**src/sv/box_blur_3x3_edge_mean_assert.svh**
```systemverilog
// Assertion helpers for the box blur block.
// Both expect clk and rst_n in scope and are off while reset is asserted.
`ifndef BOX_BLUR_3X3_EDGE_MEAN_ASSERT_SVH
`define BOX_BLUR_3X3_EDGE_MEAN_ASSERT_SVH

// same-cycle implication
`define BBM_ASSERT_IMP(label, ante, cons, msg) \
  label: assert property (@(posedge clk) disable iff (!rst_n) (ante) |-> (cons)) \
    else $error(msg);

// next-cycle implication
`define BBM_ASSERT_NXT(label, ante, cons, msg) \
  label: assert property (@(posedge clk) disable iff (!rst_n) (ante) |=> (cons)) \
    else $error(msg);

`endif

```
**src/sv/bbm_pkg.sv**
```systemverilog
`default_nettype none

package bbm_pkg;

  localparam int PIX_W       = 8;
  localparam int FW_W        = 11;
  localparam int FH_W        = 16;
  localparam int CFG_IDX_W   = 1;
  localparam int CFG_DATA_W  = 16;
  localparam int SUM_W       = 12;   // 9 * 255 = 2295
  localparam int RCP_W       = 17;
  localparam int RCP_SHIFT   = 16;
  localparam int MAX_WIDTH_DEF = 1024;

  localparam logic [FW_W-1:0] FW_RESET = 11'd1024;
  localparam logic [FH_W-1:0] FH_RESET = 16'd768;

  localparam logic [CFG_IDX_W-1:0] CFG_FRAME_WIDTH  = 1'b0;
  localparam logic [CFG_IDX_W-1:0] CFG_FRAME_HEIGHT = 1'b1;

  // [row: r-2, r-1, r][col: c-2, c-1, c]
  typedef logic [2:0][2:0][PIX_W-1:0] win_t;

  // first window row / column that lies inside the frame
  typedef struct packed {
    logic [1:0] rlo;
    logic [1:0] clo;
  } win_sel_t;

  typedef enum logic [1:0] {
    ST_IDLE,
    ST_READ,
    ST_SUM,
    ST_MUL
  } state_t;

  // ceil(2^16 / count); exact truncated quotient for every sum up to 2295
  function automatic logic [RCP_W-1:0] get_recip(input win_sel_t sel);
    logic [RCP_W-1:0] rcp;
    unique case ({sel.rlo, sel.clo})
      4'b0000: rcp = 17'd7282;    // 9 cells
      4'b0001: rcp = 17'd10923;   // 6
      4'b0010: rcp = 17'd21846;   // 3
      4'b0100: rcp = 17'd10923;   // 6
      4'b0101: rcp = 17'd16384;   // 4
      4'b0110: rcp = 17'd32768;   // 2
      4'b1000: rcp = 17'd21846;   // 3
      4'b1001: rcp = 17'd32768;   // 2
      4'b1010: rcp = 17'd65536;   // 1
      default: rcp = 17'd65536;
    endcase
    return rcp;
  endfunction

endpackage

`default_nettype wire

```
**src/sv/bbm_mean.sv**
```systemverilog
`default_nettype none

// Masked window sum and reciprocal in one stage, multiply after the register.
module bbm_mean import bbm_pkg::*; (
  input  logic             clk,
  input  logic             load,
  input  win_t             win,
  input  win_sel_t         sel,
  output logic [PIX_W-1:0] mean
);

  logic [SUM_W-1:0]       sum_nxt;
  logic [SUM_W-1:0]       sum_r;
  logic [RCP_W-1:0]       recip_r;
  logic [SUM_W+RCP_W-1:0] product;

  always_comb begin
    sum_nxt = '0;
    for (int i = 0; i < 3; i++) begin
      for (int j = 0; j < 3; j++) begin
        if ((2'(i) >= sel.rlo) && (2'(j) >= sel.clo)) begin
          sum_nxt = sum_nxt + SUM_W'(win[i][j]);
        end
      end
    end
  end

  always_ff @(posedge clk) begin
    if (load) begin
      sum_r   <= sum_nxt;
      recip_r <= get_recip(sel);
    end
  end

  assign product = (SUM_W+RCP_W)'(sum_r) * (SUM_W+RCP_W)'(recip_r);
  assign mean    = product[RCP_SHIFT +: PIX_W];

endmodule

`default_nettype wire
```
**config.mk**
```make
export PLATFORM = sky130hd
export DESIGN_NAME = bbm_mean
export DESIGN_NICKNAME = d
export VERILOG_FILES = /design/src/sv/box_blur_3x3_edge_mean_assert.svh /design/src/sv/bbm_pkg.sv /design/src/sv/bbm_mean.sv
export SDC_FILE = /design/constraint.sdc
export NUM_CORES = 1
export LEC_CHECK = 0
export ABC_CLOCK_PERIOD_IN_PS = 28800
export BUFFER_PORTS_ARGS = -buffer_cell sky130_fd_sc_hd__buf_2
export CORE_MARGIN = 3
export CORE_UTILIZATION = 40
export CTS_BUF_LIST = sky130_fd_sc_hd__clkbuf_4 sky130_fd_sc_hd__clkbuf_8
export DETAILED_ROUTE_END_ITERATION = 6
export PLACE_DENSITY = 0.57
export SLEW_MARGIN = 20
export SYNTH_ARGS = -nofsm -noshare
export SYNTH_HDL_FRONTEND = slang
export SYNTH_SLANG_ARGS = --single-unit
```
**constraint.sdc**
```tcl
create_clock -name clk -period 28.8 [get_ports clk]
set_input_delay 8.64 -clock clk [delete_from_list [all_inputs] [get_ports clk]]
set_output_delay 8.64 -clock clk [all_outputs]
set_load 0.005 [all_outputs]
```
==> out/qor.txt <==
===========================================================================
Max Root-Sink Buffers                                                     2
Final Slew Violations                                                     0
Status                                                         finished, final reports clean
Top achievable clock speed                                       0.0567 GHz
Post-route worst hold slack                                         8.82 ns
Rows                                                                     53
Synth warn                                                                0
Initial antenna violation count                                           0
Routed length per placed instance                                   14.7 um
Pre-CTS worst setup slack                                          10.76 ns
Post-detail-place hpwl                                            17,800 um
Final worst-path cycle share                                          0.613
Library cell with the largest summed area after synthesis              fa_1
Worst Tran Pin Value                                               0.897 ns
Overall track demand over capacity in global routing                  0.172
Max H-tree Level                                                          1
Type of the worst min-delay path                               input port to flip-flop
Async S/R FF share, synth                                                 0
Seq cells post-synth                                                     20
Worst setup EP type                                               flip-flop
Sort of element at the start of the critical path                input port
Final WS setup                                                     11.16 ns
Growth of design area from synthesis to finish                        8.83%
Placed instance area                                            0.00936 mm2
Vertical extent of the die                                           153 um
Unrepaired setup endpoints after global routing                          no
Proportion of layout cells with a drive suffix above 1                0.104
DRC Markers                                                               0
Most used cell along the critical path                                 fa_1
Layout net count                                                      1,386
WS Path Type                                                   input port to flip-flop
Total non-filler cell area in the finished layout               0.00940 mm2
Setup TNS Final                                                        0 ns
Number of hold violations in the final report                             0
Relative max-transition margin                                        0.397
Count of buffers inserted at the top-level ports                         85
Timing endpoint of the critical path                              sum_r[10]
Clock share of power                                                  0.015
Final min period                                                   17.64 ns
Post-synthesis average cell area                                   8.70 um2
Maximum single-stage delay on the critical path                     0.80 ns
Net Sw Frac                                                           0.501
Total Wirelength                                                  19,700 um
Worst endpoint data arrival time                                   17.66 ns
Total clock buffers created by CTS                                        3
Top-Level Pins                                                           86
Power share of the sequential group                                   0.037
TritonCTS clock tree                                                  built
Mapped Area                                                     0.00864 mm2
Root Buffer Master                                                 clkbuf_8
# Max-Cap Violations                                                      0
Power density cells                                              137 mW/mm2
Final weighted congestion in routability-driven placement             0.881
Post-Place Cells                                                      1,338
Total via count in the routed design                                  6,600
Part of the total power dissipated in combinational logic             0.948
Number of routed nets with antenna violations                             0
Setup violators final                                                     0
Share of the yosys chip area belonging to registers                  0.0695
HP Start                                                             sel[2]
Commonest register cell after synthesis                            edfxtp_1
Starting DRC count in detailed routing                                  232
Net count after synthesis                                             1,311
CTS clock-pin slew for the worst setup and hold paths               0.07 ns
Maximum number of pins on one net before global-route repair             21
Maximum fanout along the worst path                                      15
Number of standard cells after synthesis                                993
Floorplan core area                                              0.0212 mm2
Net switching component of the power                                 646 uW
Crit path max-delay cell type                                        nor4_1
Average vias per placed instance                                       4.92
Launching instance or port of the critical path                      sel[3]
Worst-case vdd ir drop                                             0.121 mV
Final Core Density                                                    0.444
Number of flops mapped to enable cells by yosys                          20
Number of hold-repair buffers added at the cts stage                      0
Post-layout power                                                   1.29 mW
Count of instances resized after the clock tree is built                  0
Cell types occupying the most area after synthesis             fa_1 (31%), ha_1 (15%), inv_1 (8.2%)
Number of distinct library cells after synthesis                         59
Area share of the largest cell type after synthesis                   0.308
Number of global-route vias before repair                             6,925
TritonRoute pass-1 iters                                                  4
Starting density of the core                                          0.408
Overflow left after global routing                                        0
Data required time at the worst endpoint                           28.81 ns
Clock sink count                                                         20
First-pass GRT wire length                                        33,400 um
Post-CTS setup buffer count                                               0
Layout Cells excl Fill                                                1,342
Die Span X                                                           153 um
Die Outline Area                                                 0.0234 mm2
Internal power                                                       644 uW
Final antenna diode count                                                 0
Leakage Power                                                       4.71 nW
===========================================================================
[worst min-delay path by stage]
stage / end / slack [ns] / cells after the start
floorplan: recip_r[11] / 8.75 / 0
global placement: recip_r[8] / 9.09 / 2
detailed placement: recip_r[12] / 9.10 / 2
CTS: recip_r[12] / 8.82 / 2
global route: recip_r[12] / 8.84 / 2
finish: recip_r[12] / 8.82 / 2
[routing by layer]
layer | wire (um) | vias to the layer above | global-route usage
met5 | 0 | - | 0
met1 | 8800 | 3107 | 0.223
met4 | 502 | 0 | 0.0522
met2 | 9930 | 104 | 0.311
li1 | - | 3367 | -
met3 | 497 | 22 | 0.00963
[layout make-up]
cell class / count / area [um2]
Sequential cell: 20 / 601
Inverter: 189 / 709
Tap cell: 275 / 344
Clock buffer: 3 / 41.3
Clock inverter: 1 / 3.75
Timing Repair Buffer: 87 / 440
Multi-Input combinational cell: 767 / 7260
Fill cell: 2128 / 11800
[layout by cell type, fill, tap and decap left out, drive strengths merged, types with 7 or more instances in the layout]
cell / count
fa: 133
buf: 87
nand3: 7
and2: 70
nand2: 80
o21a: 8
xnor2: 46
xor2: 14
inv: 189
nand2b: 14
nor2: 53
edfxtp: 20
a21oi: 42
nor2b: 12
a21o: 19
ha: 107
o21ai: 57
nor3: 16
a211oi: 13
o21bai: 10
o31ai: 8
[power groups by stage]
stage          Combinational, mW  Clock [mW]  Sequential (mW)
2_1_floorplan              0.915           0           0.0416
3_3_place_gp                1.24           0           0.0491
3_5_place_dp                1.26           0           0.0490
4_1_cts                     1.27      0.0193           0.0484
5_1_grt                     1.43      0.0204           0.0494
6_report                    1.22      0.0188           0.0483
[sequential cells by signal, summed over array words and instances, names as in the netlist]
| register | cells |
|---|---|
| sum_r | 12 |
| recip_r | 8 |
[cell families after synthesis]
logic type / share of synthesized area
flops: 0.0695
fa+ha+maj: 0.464
mux: 0.00854
compound gates: 0.141
buf+inv: 0.0898
xor+xnor: 0.0665
simple gates: 0.160
[cell usage after synthesis (5+ instances only)]
library cell    n
a21o_1         19
edfxtp_1       20
nor3_1         16
ha_1          107
clkbuf_1       15
a21oi_1        42
nand4_1         5
xnor2_1        41
a211oi_1       12
nand2_1        80
o21bai_1       10
and3_1          5
nor2b_1        11
nor2_1         52
fa_1          133
nand2b_1       14
xor2_1         14
inv_1         189
o21a_1          8
and2_1         70
nand3_1         7
o21ai_0        53
[critical path: cells and delay by family]
kind / cells / cell delay, ns
buffers and inverters: 7 / 0.74
multiplexers: 1 / 0.27
AO/OA/AOI/OAI: 12 / 2.36
AND/OR/NAND/NOR: 8 / 1.88
adder cells (fa/ha/maj): 9 / 3.69
XOR/XNOR: 1 / 0.09
Power figures use the tool's default switching activity.
